### src/hdl/c8alu_pkg.sv
// ----------------------------------------------------------------------------
// c8alu_pkg
// shared types and constants of the 8-bit accumulator execute unit:
// operation codes, shift kinds, status bit positions, reset values and stage records
// ----------------------------------------------------------------------------
package c8alu_pkg;

    localparam int unsigned FUNC_W = 6;

    // operation codes
    localparam logic [FUNC_W-1:0] FN_LDA     = 6'd0;
    localparam logic [FUNC_W-1:0] FN_LDX     = 6'd1;
    localparam logic [FUNC_W-1:0] FN_LDY     = 6'd2;
    localparam logic [FUNC_W-1:0] FN_STA     = 6'd3;
    localparam logic [FUNC_W-1:0] FN_STX     = 6'd4;
    localparam logic [FUNC_W-1:0] FN_STY     = 6'd5;
    localparam logic [FUNC_W-1:0] FN_TAX     = 6'd6;
    localparam logic [FUNC_W-1:0] FN_TAY     = 6'd7;
    localparam logic [FUNC_W-1:0] FN_TXA     = 6'd8;
    localparam logic [FUNC_W-1:0] FN_TYA     = 6'd9;
    localparam logic [FUNC_W-1:0] FN_TSX     = 6'd10;
    localparam logic [FUNC_W-1:0] FN_TXS     = 6'd11;
    localparam logic [FUNC_W-1:0] FN_AND     = 6'd12;
    localparam logic [FUNC_W-1:0] FN_EOR     = 6'd13;
    localparam logic [FUNC_W-1:0] FN_ORA     = 6'd14;
    localparam logic [FUNC_W-1:0] FN_BIT     = 6'd15;
    localparam logic [FUNC_W-1:0] FN_ADC     = 6'd16;
    localparam logic [FUNC_W-1:0] FN_SBC     = 6'd17;
    localparam logic [FUNC_W-1:0] FN_CMP     = 6'd18;
    localparam logic [FUNC_W-1:0] FN_CPX     = 6'd19;
    localparam logic [FUNC_W-1:0] FN_CPY     = 6'd20;
    localparam logic [FUNC_W-1:0] FN_INC     = 6'd21;
    localparam logic [FUNC_W-1:0] FN_INX     = 6'd22;
    localparam logic [FUNC_W-1:0] FN_INY     = 6'd23;
    localparam logic [FUNC_W-1:0] FN_DEC     = 6'd24;
    localparam logic [FUNC_W-1:0] FN_DEX     = 6'd25;
    localparam logic [FUNC_W-1:0] FN_DEY     = 6'd26;
    localparam logic [FUNC_W-1:0] FN_ASL_A   = 6'd27;
    localparam logic [FUNC_W-1:0] FN_ASL_M   = 6'd28;
    localparam logic [FUNC_W-1:0] FN_LSR_A   = 6'd29;
    localparam logic [FUNC_W-1:0] FN_LSR_M   = 6'd30;
    localparam logic [FUNC_W-1:0] FN_ROL_A   = 6'd31;
    localparam logic [FUNC_W-1:0] FN_ROL_M   = 6'd32;
    localparam logic [FUNC_W-1:0] FN_ROR_A   = 6'd33;
    localparam logic [FUNC_W-1:0] FN_ROR_M   = 6'd34;
    localparam logic [FUNC_W-1:0] FN_CLC     = 6'd35;
    localparam logic [FUNC_W-1:0] FN_CLD     = 6'd36;
    localparam logic [FUNC_W-1:0] FN_CLI     = 6'd37;
    localparam logic [FUNC_W-1:0] FN_CLV     = 6'd38;
    localparam logic [FUNC_W-1:0] FN_SEC     = 6'd39;
    localparam logic [FUNC_W-1:0] FN_SED     = 6'd40;
    localparam logic [FUNC_W-1:0] FN_SEI     = 6'd41;
    localparam logic [FUNC_W-1:0] FN_NOP     = 6'd42;
    localparam logic [FUNC_W-1:0] FN_PHA     = 6'd43;
    localparam logic [FUNC_W-1:0] FN_PHP     = 6'd44;
    localparam logic [FUNC_W-1:0] FN_PLA     = 6'd45;
    localparam logic [FUNC_W-1:0] FN_PLP     = 6'd46;

    // shift kinds, from (code - ASL_A) >> 1
    localparam logic [1:0] SH_ASL = 2'd0;
    localparam logic [1:0] SH_LSR = 2'd1;
    localparam logic [1:0] SH_ROL = 2'd2;
    localparam logic [1:0] SH_ROR = 2'd3;

    // status bit positions
    localparam int unsigned FL_C = 0;
    localparam int unsigned FL_Z = 1;
    localparam int unsigned FL_I = 2;
    localparam int unsigned FL_D = 3;
    localparam int unsigned FL_B = 4;
    localparam int unsigned FL_U = 5;
    localparam int unsigned FL_V = 6;
    localparam int unsigned FL_N = 7;

    localparam logic [7:0] SP_RESET    = 8'hFD;
    localparam logic [7:0] FLAGS_RESET = 8'h24;

    // architectural registers
    typedef struct packed {
        logic [7:0] acc;
        logic [7:0] x;
        logic [7:0] y;
        logic [7:0] sp;
        logic [7:0] p;
    } arch_t;

    // memory or stack side of one result item
    typedef struct packed {
        logic       mem_write;
        logic [7:0] write_data;
        logic       stack_access;
        logic [7:0] stack_slot;
    } xfer_t;

endpackage

### src/hdl/cpu8_alu_register_execute.sv
// ----------------------------------------------------------------------------
// cpu8_alu_register_execute
// binary-mode execute unit of an 8-bit accumulator processor: holds A, X, Y,
// stack pointer and status byte, runs one operation per item and reports
// the memory or stack write plus all registers afterwards
// ----------------------------------------------------------------------------
//
//  channel | direction | ports                                     | handshake
//  --------+-----------+-------------------------------------------+----------------
//  input   | in        | s_func, s_operand_byte                    | s_valid/s_ready
//  result  | out       | m_mem_write, m_write_data, m_stack_access,| m_valid/m_ready
//          |           | m_stack_slot, m_acc_out, m_x_out,         |
//          |           | m_y_out, m_sp_out, m_flags_out            |
//
//  an accepted item executes from the input register, and the result register
//  loads it as soon as the result slot is free
//  sustained rate is one item per cycle while m_ready is high; each executed item
//  commits to the register file in the same edge, so the next item sees the new values
//  a stall on m_ready holds the result; the input register still takes one
//  more item and s_ready drops only when both registers are full
//  synchronous active-low reset: A, X, Y cleared, sp 0xFD, status 0x24,
//  both stages emptied
//
module cpu8_alu_register_execute (
    input  logic                         aclk,
    input  logic                         aresetn,

    input  logic                         s_valid,
    output logic                         s_ready,
    input  logic [c8alu_pkg::FUNC_W-1:0] s_func,
    input  logic [7:0]                   s_operand_byte,

    output logic                         m_valid,
    input  logic                         m_ready,
    output logic                         m_mem_write,
    output logic [7:0]                   m_write_data,
    output logic                         m_stack_access,
    output logic [7:0]                   m_stack_slot,
    output logic [7:0]                   m_acc_out,
    output logic [7:0]                   m_x_out,
    output logic [7:0]                   m_y_out,
    output logic [7:0]                   m_sp_out,
    output logic [7:0]                   m_flags_out
);

    // input register
    logic                         in_valid_reg;
    logic [c8alu_pkg::FUNC_W-1:0] in_func_reg;
    logic [7:0]                   in_operand_reg;

    // architectural register file
    c8alu_pkg::arch_t             arch_reg;
    c8alu_pkg::arch_t             arch_next;

    // result register
    logic                         out_valid_reg;
    c8alu_pkg::arch_t             out_arch_reg;
    c8alu_pkg::xfer_t             out_xfer_reg;
    c8alu_pkg::xfer_t             xfer_next;

    logic                         advance;
    logic                         s_fire;

    // the item in the input register moves on when the result slot is free
    assign advance = in_valid_reg && (!out_valid_reg || m_ready);
    assign s_ready = !in_valid_reg || advance;
    assign s_fire  = s_valid && s_ready;

    c8alu_exec u_exec (
        .st           (arch_reg),
        .func         (in_func_reg),
        .operand_byte (in_operand_reg),
        .st_next      (arch_next),
        .xfer         (xfer_next)
    );

    // input stage
    always_ff @(posedge aclk) begin
        if (!aresetn) begin
            in_valid_reg <= 1'b0;
        end else if (s_ready) begin
            in_valid_reg <= s_valid;
        end
        if (s_fire) begin
            in_func_reg    <= s_func;
            in_operand_reg <= s_operand_byte;
        end
    end

    // register file commits once per executed item, so the next item
    // already sees the new values
    always_ff @(posedge aclk) begin
        if (!aresetn) begin
            arch_reg.acc <= 8'd0;
            arch_reg.x   <= 8'd0;
            arch_reg.y   <= 8'd0;
            arch_reg.sp  <= c8alu_pkg::SP_RESET;
            arch_reg.p   <= c8alu_pkg::FLAGS_RESET;
        end else if (advance) begin
            arch_reg <= arch_next;
        end
    end

    // result stage
    always_ff @(posedge aclk) begin
        if (!aresetn) begin
            out_valid_reg <= 1'b0;
        end else if (advance) begin
            out_valid_reg <= 1'b1;
        end else if (m_ready) begin
            out_valid_reg <= 1'b0;
        end
        if (advance) begin
            out_arch_reg <= arch_next;
            out_xfer_reg <= xfer_next;
        end
    end

    assign m_valid        = out_valid_reg;
    assign m_mem_write    = out_xfer_reg.mem_write;
    assign m_write_data   = out_xfer_reg.write_data;
    assign m_stack_access = out_xfer_reg.stack_access;
    assign m_stack_slot   = out_xfer_reg.stack_slot;
    assign m_acc_out      = out_arch_reg.acc;
    assign m_x_out        = out_arch_reg.x;
    assign m_y_out        = out_arch_reg.y;
    assign m_sp_out       = out_arch_reg.sp;
    assign m_flags_out    = out_arch_reg.p;

    // input side only backs up when both stages are full and the sink stalls
    a_ready_only_on_stall: assert property (@(posedge aclk) disable iff (!aresetn)
        !s_ready |-> (m_valid && !m_ready))
        else $error("s_ready low without a stalled result");

    // push leaves sp one below the slot written
    a_push_sp: assert property (@(posedge aclk) disable iff (!aresetn)
        (m_valid && m_stack_access && m_mem_write) |-> (m_sp_out == m_stack_slot - 8'd1))
        else $error("push result with inconsistent stack pointer");

    // pull leaves sp at the slot read
    a_pull_sp: assert property (@(posedge aclk) disable iff (!aresetn)
        (m_valid && m_stack_access && !m_mem_write) |-> (m_sp_out == m_stack_slot))
        else $error("pull result with inconsistent stack pointer");

    // no write means no write data, no stack access means no slot
    a_idle_xfer: assert property (@(posedge aclk) disable iff (!aresetn)
        (m_valid && !m_mem_write) |-> (m_write_data == 8'd0))
        else $error("write data present without a write");

    a_idle_slot: assert property (@(posedge aclk) disable iff (!aresetn)
        (m_valid && !m_stack_access) |-> (m_stack_slot == 8'd0))
        else $error("stack slot present without a stack access");

endmodule

### src/hdl/c8alu_exec.sv
// ----------------------------------------------------------------------------
// c8alu_exec
// single-pass execute logic: takes the current registers and one operation,
// gives the updated registers and the memory or stack transfer
// ----------------------------------------------------------------------------
module c8alu_exec (
    input  c8alu_pkg::arch_t                   st,
    input  logic [c8alu_pkg::FUNC_W-1:0]       func,
    input  logic [7:0]                         operand_byte,
    output c8alu_pkg::arch_t                   st_next,
    output c8alu_pkg::xfer_t                   xfer
);

    function automatic logic [7:0] set_nz(input logic [7:0] p, input logic [7:0] v);
        logic [7:0] r;
        r = p;
        r[c8alu_pkg::FL_Z] = (v == 8'd0);
        r[c8alu_pkg::FL_N] = v[7];
        return r;
    endfunction

    logic [7:0]                   addend;
    logic [8:0]                   sum9;
    logic [7:0]                   sum_v;
    logic                         sum_ovf;
    logic [7:0]                   cmp_src;
    logic [8:0]                   diff9;
    logic [c8alu_pkg::FUNC_W-1:0] sh_off;
    logic [1:0]                   sh_kind;
    logic [7:0]                   sh_src;
    logic [7:0]                   sh_res;
    logic                         sh_c;
    logic [7:0]                   inc_v;
    logic [7:0]                   dec_v;

    // shared adder for adc and sbc
    assign addend  = (func == c8alu_pkg::FN_SBC) ? ~operand_byte : operand_byte;
    assign sum9    = {1'b0, st.acc} + {1'b0, addend} + {8'd0, st.p[c8alu_pkg::FL_C]};
    assign sum_v   = sum9[7:0];
    assign sum_ovf = (st.acc[7] ^ sum_v[7]) & (addend[7] ^ sum_v[7]);

    // shared compare subtractor
    always_comb begin
        case (func)
            c8alu_pkg::FN_CPX: cmp_src = st.x;
            c8alu_pkg::FN_CPY: cmp_src = st.y;
            default:           cmp_src = st.acc;
        endcase
    end
    assign diff9 = {1'b0, cmp_src} - {1'b0, operand_byte};

    // shared shifter; odd codes act on A, even codes on memory
    assign sh_off  = func - c8alu_pkg::FN_ASL_A;
    assign sh_kind = sh_off[2:1];
    assign sh_src  = func[0] ? st.acc : operand_byte;
    always_comb begin
        case (sh_kind)
            c8alu_pkg::SH_ASL: begin
                sh_res = {sh_src[6:0], 1'b0};
                sh_c   = sh_src[7];
            end
            c8alu_pkg::SH_LSR: begin
                sh_res = {1'b0, sh_src[7:1]};
                sh_c   = sh_src[0];
            end
            c8alu_pkg::SH_ROL: begin
                sh_res = {sh_src[6:0], st.p[c8alu_pkg::FL_C]};
                sh_c   = sh_src[7];
            end
            default: begin
                sh_res = {st.p[c8alu_pkg::FL_C], sh_src[7:1]};
                sh_c   = sh_src[0];
            end
        endcase
    end

    assign inc_v = operand_byte + 8'd1;
    assign dec_v = operand_byte - 8'd1;

    always_comb begin
        st_next = st;
        xfer    = '0;
        case (func)
            c8alu_pkg::FN_LDA: begin
                st_next.acc = operand_byte;
                st_next.p   = set_nz(st.p, operand_byte);
            end
            c8alu_pkg::FN_LDX: begin
                st_next.x = operand_byte;
                st_next.p = set_nz(st.p, operand_byte);
            end
            c8alu_pkg::FN_LDY: begin
                st_next.y = operand_byte;
                st_next.p = set_nz(st.p, operand_byte);
            end
            c8alu_pkg::FN_STA: begin
                xfer.mem_write  = 1'b1;
                xfer.write_data = st.acc;
            end
            c8alu_pkg::FN_STX: begin
                xfer.mem_write  = 1'b1;
                xfer.write_data = st.x;
            end
            c8alu_pkg::FN_STY: begin
                xfer.mem_write  = 1'b1;
                xfer.write_data = st.y;
            end
            c8alu_pkg::FN_TAX: begin
                st_next.x = st.acc;
                st_next.p = set_nz(st.p, st.acc);
            end
            c8alu_pkg::FN_TAY: begin
                st_next.y = st.acc;
                st_next.p = set_nz(st.p, st.acc);
            end
            c8alu_pkg::FN_TXA: begin
                st_next.acc = st.x;
                st_next.p   = set_nz(st.p, st.x);
            end
            c8alu_pkg::FN_TYA: begin
                st_next.acc = st.y;
                st_next.p   = set_nz(st.p, st.y);
            end
            c8alu_pkg::FN_TSX: begin
                st_next.x = st.sp;
                st_next.p = set_nz(st.p, st.sp);
            end
            c8alu_pkg::FN_TXS: begin
                st_next.sp = st.x;
            end
            c8alu_pkg::FN_AND: begin
                st_next.acc = st.acc & operand_byte;
                st_next.p   = set_nz(st.p, st.acc & operand_byte);
            end
            c8alu_pkg::FN_EOR: begin
                st_next.acc = st.acc ^ operand_byte;
                st_next.p   = set_nz(st.p, st.acc ^ operand_byte);
            end
            c8alu_pkg::FN_ORA: begin
                st_next.acc = st.acc | operand_byte;
                st_next.p   = set_nz(st.p, st.acc | operand_byte);
            end
            c8alu_pkg::FN_BIT: begin
                st_next.p[c8alu_pkg::FL_Z] = ((st.acc & operand_byte) == 8'd0);
                st_next.p[c8alu_pkg::FL_N] = operand_byte[7];
                st_next.p[c8alu_pkg::FL_V] = operand_byte[6];
            end
            c8alu_pkg::FN_ADC, c8alu_pkg::FN_SBC: begin
                st_next.acc                = sum_v;
                st_next.p                  = set_nz(st.p, sum_v);
                st_next.p[c8alu_pkg::FL_C] = sum9[8];
                st_next.p[c8alu_pkg::FL_V] = sum_ovf;
            end
            c8alu_pkg::FN_CMP, c8alu_pkg::FN_CPX, c8alu_pkg::FN_CPY: begin
                st_next.p[c8alu_pkg::FL_C] = ~diff9[8];
                st_next.p[c8alu_pkg::FL_Z] = (diff9[7:0] == 8'd0);
                st_next.p[c8alu_pkg::FL_N] = diff9[7];
            end
            c8alu_pkg::FN_INC: begin
                xfer.mem_write  = 1'b1;
                xfer.write_data = inc_v;
                st_next.p       = set_nz(st.p, inc_v);
            end
            c8alu_pkg::FN_INX: begin
                st_next.x = st.x + 8'd1;
                st_next.p = set_nz(st.p, st.x + 8'd1);
            end
            c8alu_pkg::FN_INY: begin
                st_next.y = st.y + 8'd1;
                st_next.p = set_nz(st.p, st.y + 8'd1);
            end
            c8alu_pkg::FN_DEC: begin
                xfer.mem_write  = 1'b1;
                xfer.write_data = dec_v;
                st_next.p       = set_nz(st.p, dec_v);
            end
            c8alu_pkg::FN_DEX: begin
                st_next.x = st.x - 8'd1;
                st_next.p = set_nz(st.p, st.x - 8'd1);
            end
            c8alu_pkg::FN_DEY: begin
                st_next.y = st.y - 8'd1;
                st_next.p = set_nz(st.p, st.y - 8'd1);
            end
            c8alu_pkg::FN_ASL_A, c8alu_pkg::FN_LSR_A,
            c8alu_pkg::FN_ROL_A, c8alu_pkg::FN_ROR_A: begin
                st_next.acc                = sh_res;
                st_next.p                  = set_nz(st.p, sh_res);
                st_next.p[c8alu_pkg::FL_C] = sh_c;
            end
            c8alu_pkg::FN_ASL_M, c8alu_pkg::FN_LSR_M,
            c8alu_pkg::FN_ROL_M, c8alu_pkg::FN_ROR_M: begin
                xfer.mem_write             = 1'b1;
                xfer.write_data            = sh_res;
                st_next.p                  = set_nz(st.p, sh_res);
                st_next.p[c8alu_pkg::FL_C] = sh_c;
            end
            c8alu_pkg::FN_CLC: st_next.p[c8alu_pkg::FL_C] = 1'b0;
            c8alu_pkg::FN_CLD: st_next.p[c8alu_pkg::FL_D] = 1'b0;
            c8alu_pkg::FN_CLI: st_next.p[c8alu_pkg::FL_I] = 1'b0;
            c8alu_pkg::FN_CLV: st_next.p[c8alu_pkg::FL_V] = 1'b0;
            c8alu_pkg::FN_SEC: st_next.p[c8alu_pkg::FL_C] = 1'b1;
            c8alu_pkg::FN_SED: st_next.p[c8alu_pkg::FL_D] = 1'b1;
            c8alu_pkg::FN_SEI: st_next.p[c8alu_pkg::FL_I] = 1'b1;
            c8alu_pkg::FN_PHA: begin
                xfer.mem_write    = 1'b1;
                xfer.write_data   = st.acc;
                xfer.stack_access = 1'b1;
                xfer.stack_slot   = st.sp;
                st_next.sp        = st.sp - 8'd1;
            end
            c8alu_pkg::FN_PHP: begin
                xfer.mem_write                        = 1'b1;
                xfer.write_data                       = st.p;
                xfer.write_data[c8alu_pkg::FL_B]      = 1'b1;
                xfer.write_data[c8alu_pkg::FL_U]      = 1'b1;
                xfer.stack_access                     = 1'b1;
                xfer.stack_slot                       = st.sp;
                st_next.sp                            = st.sp - 8'd1;
                st_next.p[c8alu_pkg::FL_U]            = 1'b1;
            end
            c8alu_pkg::FN_PLA: begin
                xfer.stack_access = 1'b1;
                xfer.stack_slot   = st.sp + 8'd1;
                st_next.sp        = st.sp + 8'd1;
                st_next.acc       = operand_byte;
                st_next.p         = set_nz(st.p, operand_byte);
            end
            c8alu_pkg::FN_PLP: begin
                xfer.stack_access          = 1'b1;
                xfer.stack_slot            = st.sp + 8'd1;
                st_next.sp                 = st.sp + 8'd1;
                st_next.p                  = operand_byte;
                st_next.p[c8alu_pkg::FL_B] = 1'b0;
                st_next.p[c8alu_pkg::FL_U] = 1'b1;
            end
            default: begin
                // nop and unused codes change nothing
            end
        endcase
    end

endmodule

### config.mk
export PLATFORM = sky130hd
export DESIGN_NAME = cpu8_alu_register_execute
export DESIGN_NICKNAME = d
export VERILOG_FILES = /design/src/hdl/c8alu_pkg.sv /design/src/hdl/cpu8_alu_register_execute.sv /design/src/hdl/c8alu_exec.sv
export SDC_FILE = /design/constraint.sdc
export NUM_CORES = 1
export LEC_CHECK = 0
export ABC_AREA = 1
export BUFFER_PORTS_ARGS = -buffer_cell sky130_fd_sc_hd__buf_2
export CAP_MARGIN = 20
export CORE_ASPECT_RATIO = 1.1
export CORE_MARGIN = 2
export CORE_UTILIZATION = 55
export CTS_BUF_LIST = sky130_fd_sc_hd__clkbuf_4 sky130_fd_sc_hd__clkbuf_8
export DETAILED_ROUTE_END_ITERATION = 7
export HOLD_SLACK_MARGIN = 0.05
export PLACE_DENSITY = 0.73
export SLEW_MARGIN = 20
export SYNTH_ARGS = -nofsm -noshare
export SYNTH_HDL_FRONTEND = slang
export SYNTH_SLANG_ARGS = --single-unit
### constraint.sdc
create_clock -name aclk -period 3.5 [get_ports aclk]
set_clock_uncertainty 0.05 [all_clocks]
set_input_delay 0.525 -clock aclk [delete_from_list [all_inputs] [get_ports aclk]]
set_output_delay 0.525 -clock aclk [all_outputs]
set_load 0.02 [all_outputs]
==> impl_metrics.py, run 1 <==
metrics = {
    "worst_setup_path": {
        "cp_num_buf_inv": 1,
        "critPathLaunchType": "flip-flop",
        "cp_slowest_cell": "edfxtp_1",
        "cp_top_family": "simple AND/OR/NAND/NOR gates",
        "ff2ff_setup_slack_ps": 200,
        "cp-end-kind": "flip-flop",
        "slowest_delay_ps": 500,
        "arrival_ps": 3610,
        "crit_fanout": 4,
        "crit_top_cell": "nor2_1",
        "cp.required_ps": 3810,
        "path_cells": "nor2_2 -> buf_4 -> nand3_4 -> xor2_1 -> fa_1 -> fa_1 -> nor2_1 -> nor2_1 -> xor2_1 -> o22ai_1 -> nor2_1 -> o211ai_1 -> nor2_1 -> nor2_1",
        "worst-setup-path-type": "reg2reg",
    },
    "synthesis": {
        "ys_async_sr_fraction_pct": 0,
        "synth_cell_types": 55,
        "synth_area_per_cell_sq_um": 7.115,
        "yosysTopAreaCell": "edfxtp_1",
        "synth_edf_count": 72,
        "synthSimpleGateAreaFrac_pct": 32.14,
        "synth-adder-area-share_pct": 7.679,
        "synthesis.instances": 1287,
        "yosys_most_used_dff": "edfxtp_1",
        "synth_compound_area_share_pct": 16.60,
        "yosysTopAreaCellShare_pct": 23.61,
        "synthMuxAreaShare_pct": 0,
        "yosys_warnings": 0,
        "synth_nets": 1360,
        "synth-seq-cells": 114,
        "synth_top_family_by_area": "simple AND/OR/NAND/NOR gates",
        "synthXorXnorAreaFrac_pct": 1.708,
        "yosysSeqAreaShare_pct": 32.79,
        "synth.area.top_cells": "edfxtp_1 24%, nand2_1 13%, dfxtp_1 9.2%",
        "synth_area_sq_mm": 0.009158,
    },
    "clock_network": {
        "htree_levels": 4,
        "cts_buffer_depth": 2,
        "cts_tree": "built",
        "cts_resized": 0,
        "cts-root-buf": "clkbuf_8",
        "cts_sinks": 114,
        "path_clk_slew_ps": 80,
        "insertion_delay_ps": 470,
        "cts_buffers": 17,
        "cts-hold-fix-buffers": 0,
        "post-cts-setup-buffers": 0,
    },
    "final_layout": {
        "syn_to_final_growth_pct": 13.18,
        "nets": 1463,
        "mostFrequentLayoutCells": "307 x nand2_1, 142 x nor2_1, 140 x inv_1",
        "fillerInstances": 1499,
        "seqCellArea_sq_mm": 0.003003,
        "finish.utilization_pct": 63.56,
        "largest_reg_flops": 40,
        "multiInputGateArea_sq_mm": 0.005326,
        "layout-drive-gt1-share_pct": 15.89,
        "final_common_cell": "nand2_1",
        "diodes": 0,
    },
    "floorplan": {
        "chipHeight_um": 139.3,
        "die_w_um": 127.0,
        "start_util_pct": 56.15,
        "dieArea_sq_mm": 0.01770,
        "fp-row-count": 49,
        "ioPinCount": 78,
        "core_area_sq_mm": 0.01631,
    },
    "routing": {
        "drt_iter0_markers": 1453,
        "routed-via-count": 10200,
        "wirelength_um": 36630,
        "dr_wl_met3_um": 4382,
        "drc": 0,
        "wl_per_cell_um": 22.79,
        "wl_met2_um": 15710,
        "top_layer": "met5",
        "avgViaCountPerCell": 6.346,
        "drtPass1Iterations": 7,
        "drtAntennaViolNets": 0,
        "wl_met1_um": 13440,
    },
    "global_routing": {
        "grt_max_degree": 58,
        "antenna_found_initial": 0,
        "grt-ovfl-total": 0,
        "grt_pass1_vias": 9132,
        "grt_pass1_wl_um": 53870,
        "grt_util_all_layers_pct": 40.70,
    },
    "timing": {
        "setup_tns_ps": 0,
        "period_needed_ps": 3298,
        "rsz0062_at_grt": "no",
        "slew_violations": 0,
        "fin_ws_ps": 201.7,
        "tightest_slew_ps": 811.8,
        "setup_viol": 0,
        "relSlewSlack_pct": 45.82,
        "period_share_pct": 94.24,
        "finalHoldViolations": 0,
        "hold_ws_ps": 176.0,
        "fmax_ghz": 0.3032,
    },
    "status": {
        "status": "complete, no violations",
    },
    "job": {
        "maxCapViolCount": 0,
    },
    "placed_design": {
        "gp_congestion": 1.148,
        "dp_slack_ps": 291.6,
        "place_hpwl_um": 28170,
        "portBuffers": 77,
    },
    "power_and_ir_drop": {
        "p_leak_uw": 0.004829,
        "vdd_ir_drop_max_v": 0.0002016,
        "p_per_area_mw_per_mm2": 379.4,
    },
    "worst_hold_path": {
        "hp-class": "in2reg",
    },
}
==> metrics by stage <==
stage | total power [uW] | std cells | area, sq um
3_3_place_gp | 2580 | 1575 | 9951
6_report | 3932 | 1607 | 10360
2_1_floorplan | 2250 | 1287 | 9158
4_1_cts | 3887 | 1607 | 10360
3_5_place_dp | 2594 | 1575 | 9951
5_1_grt | 4064 | 1607 | 10360
==> synthesized netlist by cell type, drive strengths merged, types with 2 or more instances <==
cell type and number:
nand2 315, nor2 161, inv 156, nand3 125
o21ai 79, edfxtp 72, a21oi 59, ha 53
dfxtp 42, o22ai 37, nand4 26, buf 20
clkbuf 20, xor2 16, nor3 13, o2111ai 13
o211ai 11, a211oi 10, a221oi 10, o221ai 10
clkinv 9, nand3b 5, a31oi 4, or2 4
a22oi 3, a311oi 2, fa 2
==> layer usage <==
layer  GRT usage [%]  up-vias
met5               0        -
li1                -     4604
met3           9.958      200
met2           61.69      780
met1           51.59     4612
met4           26.55        2
==> path summary, 6_finish.rpt <==
path / from / cells past startpoint / endpoint
worst min register to register: arch_reg[4] / 2 / arch_reg[4]
worst max register to register: in_func_reg[5] / 14 / arch_reg[36]
worst min-delay path: s_operand_byte[6] / 1 / in_operand_reg[6]
worst max-delay path: in_func_reg[5] / 14 / arch_reg[36]
==> area by class of cell <==
class | instances | share of cell area (%)
Sequential cell | 114 | 28.97
Clock inverter | 15 | 1.702
Clock buffer | 17 | 2.257
Multi-Input combinational cell | 968 | 51.39
Inverter | 165 | 5.975
Timing Repair Buffer | 124 | 7.243
Tap cell | 204 | 2.463
==> power breakdown <==
group	leakage, uW	internal [uW]	total [uW]	switching, uW
Sequential	0.00102	1520	1610	85.9
Clock	0.000206	654	1320	663
Combinational	0.00360	302	1010	704
==> cells by family after synthesis <==
kind of cell	Yosys count
AND/OR/NAND/NOR	650
AO/OA/AOI/OAI	246
buffers and inverters	205
flip-flops	114
adder cells (fa/ha/maj)	55
XOR/XNOR	17
Note: power is estimated with default switching activity, not from simulation.
==> inputs of run 2 (changes only) <==
--- a/config.mk
+++ b/config.mk
@@ -13,8 +13,10 @@
 export CORE_UTILIZATION = 55
 export CTS_BUF_LIST = sky130_fd_sc_hd__clkbuf_4 sky130_fd_sc_hd__clkbuf_8
 export DETAILED_ROUTE_END_ITERATION = 7
+export GPL_TIMING_DRIVEN = 0
 export HOLD_SLACK_MARGIN = 0.05
 export PLACE_DENSITY = 0.73
+export REMOVE_ABC_BUFFERS = 1
 export SLEW_MARGIN = 20
 export SYNTH_ARGS = -nofsm -noshare
 export SYNTH_HDL_FRONTEND = slang
==> run 2 against run 1 <==
Register-to-register slack worse by 100 ps. Sequential cell count stayed put. Maximum frequency fell by 3.1%. Critical path type unchanged. Largest power group unchanged. Largest cell class unchanged.
==> impl_metrics.py, run 2 (synthesis results as in run 1) <==
metrics = {
    "global_routing": {
        "grt_pass1_wl_um": 52730,
        "grt_util_all_layers_pct": 39.32,
        "grt_max_degree": 56,
        "grt-ovfl-total": 0,
        "antenna_found_initial": 0,
        "grt_pass1_vias": 9149,
    },
    "clock_network": {
        "cts-root-buf": "clkbuf_8",
        "cts_tree": "built",
        "htree_levels": 4,
        "cts_sinks": 114,
        "path_clk_slew_ps": 80,
        "cts_buffers": 17,
        "cts_buffer_depth": 2,
        "insertion_delay_ps": 470,
    },
    "worst_setup_path": {
        "cp-end-kind": "flip-flop",
        "crit_fanout": 17,
        "r2r-start": "in_func_reg[0]",
        "r2r-end": "m_flags_out[1]",
        "cp-endpoint": "m_flags_out[1]",
        "ff2ff_setup_slack_ps": 100,
        "reg2regPathDepth": 14,
        "worst-setup-path-type": "reg2reg",
        "arrival_ps": 3550,
        "cp.required_ps": 3650,
        "critPathLaunchType": "flip-flop",
        "cp-startpoint": "in_func_reg[0]",
    },
    "routing": {
        "drtPass1Iterations": 6,
        "dr_wl_met3_um": 3945,
        "routed-via-count": 9931,
        "wirelength_um": 34960,
        "wl_met1_um": 13270,
        "drc": 0,
        "wl_per_cell_um": 22.13,
        "top_layer": "met4",
        "avgViaCountPerCell": 6.285,
        "drt_iter0_markers": 1180,
        "drtAntennaViolNets": 0,
        "wl_met2_um": 15830,
    },
    "power_and_ir_drop": {
        "vdd_ir_drop_max_v": 0.0002872,
        "netSwitchingFraction_pct": 36.50,
        "p_int_uw": 2466,
        "pwr-share-comb_pct": 24.2,
        "finalPower_uw": 3884,
        "p_per_area_mw_per_mm2": 378.1,
        "switchingPower_uw": 1418,
        "p_leak_uw": 0.004699,
        "seqPwrFrac_pct": 42.3,
        "clkPwrFrac_pct": 33.5,
    },
    "final_layout": {
        "fillerInstances": 1531,
        "largest_reg_flops": 40,
        "final_common_cell": "nand2_1",
        "layout-drive-gt1-share_pct": 15.12,
        "syn_to_final_growth_pct": 12.16,
        "final_cell_area_sq_mm": 0.01027,
        "mostFrequentLayoutCells": "306 x nand2_1, 141 x nor2_1, 139 x inv_1",
        "diodes": 0,
        "nets": 1436,
    },
    "timing": {
        "hold_ws_ps": 168.7,
        "finalHoldViolations": 0,
        "fmax_ghz": 0.2938,
        "slew_violations": 0,
        "period_needed_ps": 3403,
        "period_share_pct": 97.24,
        "relSlewSlack_pct": 51.50,
        "setup_viol": 0,
        "tightest_slew_ps": 727.5,
    },
    "placed_design": {
        "gp_congestion": 1.059,
        "place_hpwl_um": 25450,
        "portBuffers": 77,
        "place_area_sq_mm": 0.009639,
    },
    "floorplan": {
        "start_util_pct": 56.15,
        "chipHeight_um": 139.3,
        "fp-row-count": 49,
        "ioPinCount": 78,
        "dieArea_sq_mm": 0.01770,
        "die_w_um": 127.0,
        "core_area_sq_mm": 0.01631,
    },
    "status": {
        "status": "complete, no violations",
    },
    "worst_hold_path": {
        "worstHoldStart": "s_func[5]",
        "hp-class": "in2reg",
    },
    "job": {
        "maxCapViolCount": 0,
    },
}
==> run 2: cell types whose count changed in the layout (fill, tap and decap cells not counted), sizes merged <==
cell	before	now
buf	124	97
clkbuf	17	18
clkinv	16	11
clkinvlp	1	5
==> run 2: cell type report <==
| type | count | area (sq um) | area share (%) |
|---|---|---|---|
| Clock buffer | 18 | 247.7 | 2.412 |
| Clock inverter | 14 | 152.6 | 1.486 |
| Inverter | 165 | 626.9 | 6.103 |
| Multi-Input combinational cell | 968 | 5405 | 52.63 |
| Sequential cell | 114 | 3003 | 29.24 |
| Tap cell | 204 | 255.2 | 2.485 |
| Timing Repair Buffer | 97 | 580.6 | 5.652 |
==> run 2: power groups by stage <==
| stage | Combinational, uW | Sequential, uW | Clock (uW) |
|---|---|---|---|
| 2_1_floorplan | 558 | 1670 | 0 |
| 3_3_place_gp | 856 | 1670 | 0 |
| 3_5_place_dp | 876 | 1670 | 0 |
| 4_1_cts | 892 | 1640 | 1300 |
| 5_1_grt | 1020 | 1650 | 1360 |
| 6_report | 939 | 1640 | 1300 |
==> run 2: what timing repair did <==
action | 4_1_cts | 5_1_grt
pin swaps | 2 | 1
gates cloned | 0 | 0
buffers inserted | 5 | 13
resized for setup | 6 | 11
endpoints found under the setup margin | 15 | 11
hold buffers | 0 | 0
==> run 2: metrics by stage <==
stage | TNS [ps] | utilization, % | setup slack [ps] | std cells
3_3_place_gp | -121020 | 58.78 | -1671 | 1528
3_5_place_dp | -2674 | 59.11 | -366.2 | 1530
4_1_cts | 0 | 62.05 | 15.17 | 1567
2_1_floorplan | 0 | - | 17.48 | 1247
5_1_grt | -37.27 | 62.98 | -32.85 | 1580
6_report | 0 | 62.98 | 96.72 | 1580
==> run 2: metal layers <==
| metal | vias to the layer above | global-route usage (%) |
|---|---|---|
| met1 | 4548 | 49.07 |
| li1 | 4561 | - |
| met3 | 143 | 10.46 |
| met2 | 679 | 63.04 |
| met4 | 0 | 19.20 |
| met5 | - | 0 |
==> run 2: how the worst min path moves through the flow <==
| stage | cells past startpoint | to | slack, ps |
|---|---|---|---|
| floorplan | 2 | arch_reg[5] | 360 |
| global placement | 2 | arch_reg[5] | 380 |
| detailed placement | 2 | arch_reg[5] | 380 |
| CTS | 1 | in_func_reg[5] | 150 |
| global route | 1 | in_func_reg[4] | 160 |
| finish | 1 | in_func_reg[5] | 170 |
==> run 2: worst max-delay path, stage by stage (launching register included) <==
cell and delay (ps):
edfxtp_1 530, inv_2 220, ha_4 240, nand3_4 210, nand3_1 120, o221ai_1 150
ha_1 390, a21oi_1 200, nand2_1 120, nand2_1 80, nand2_1 100, xor2_2 240
nor2_1 90, nor2_1 210, nand3_1 160
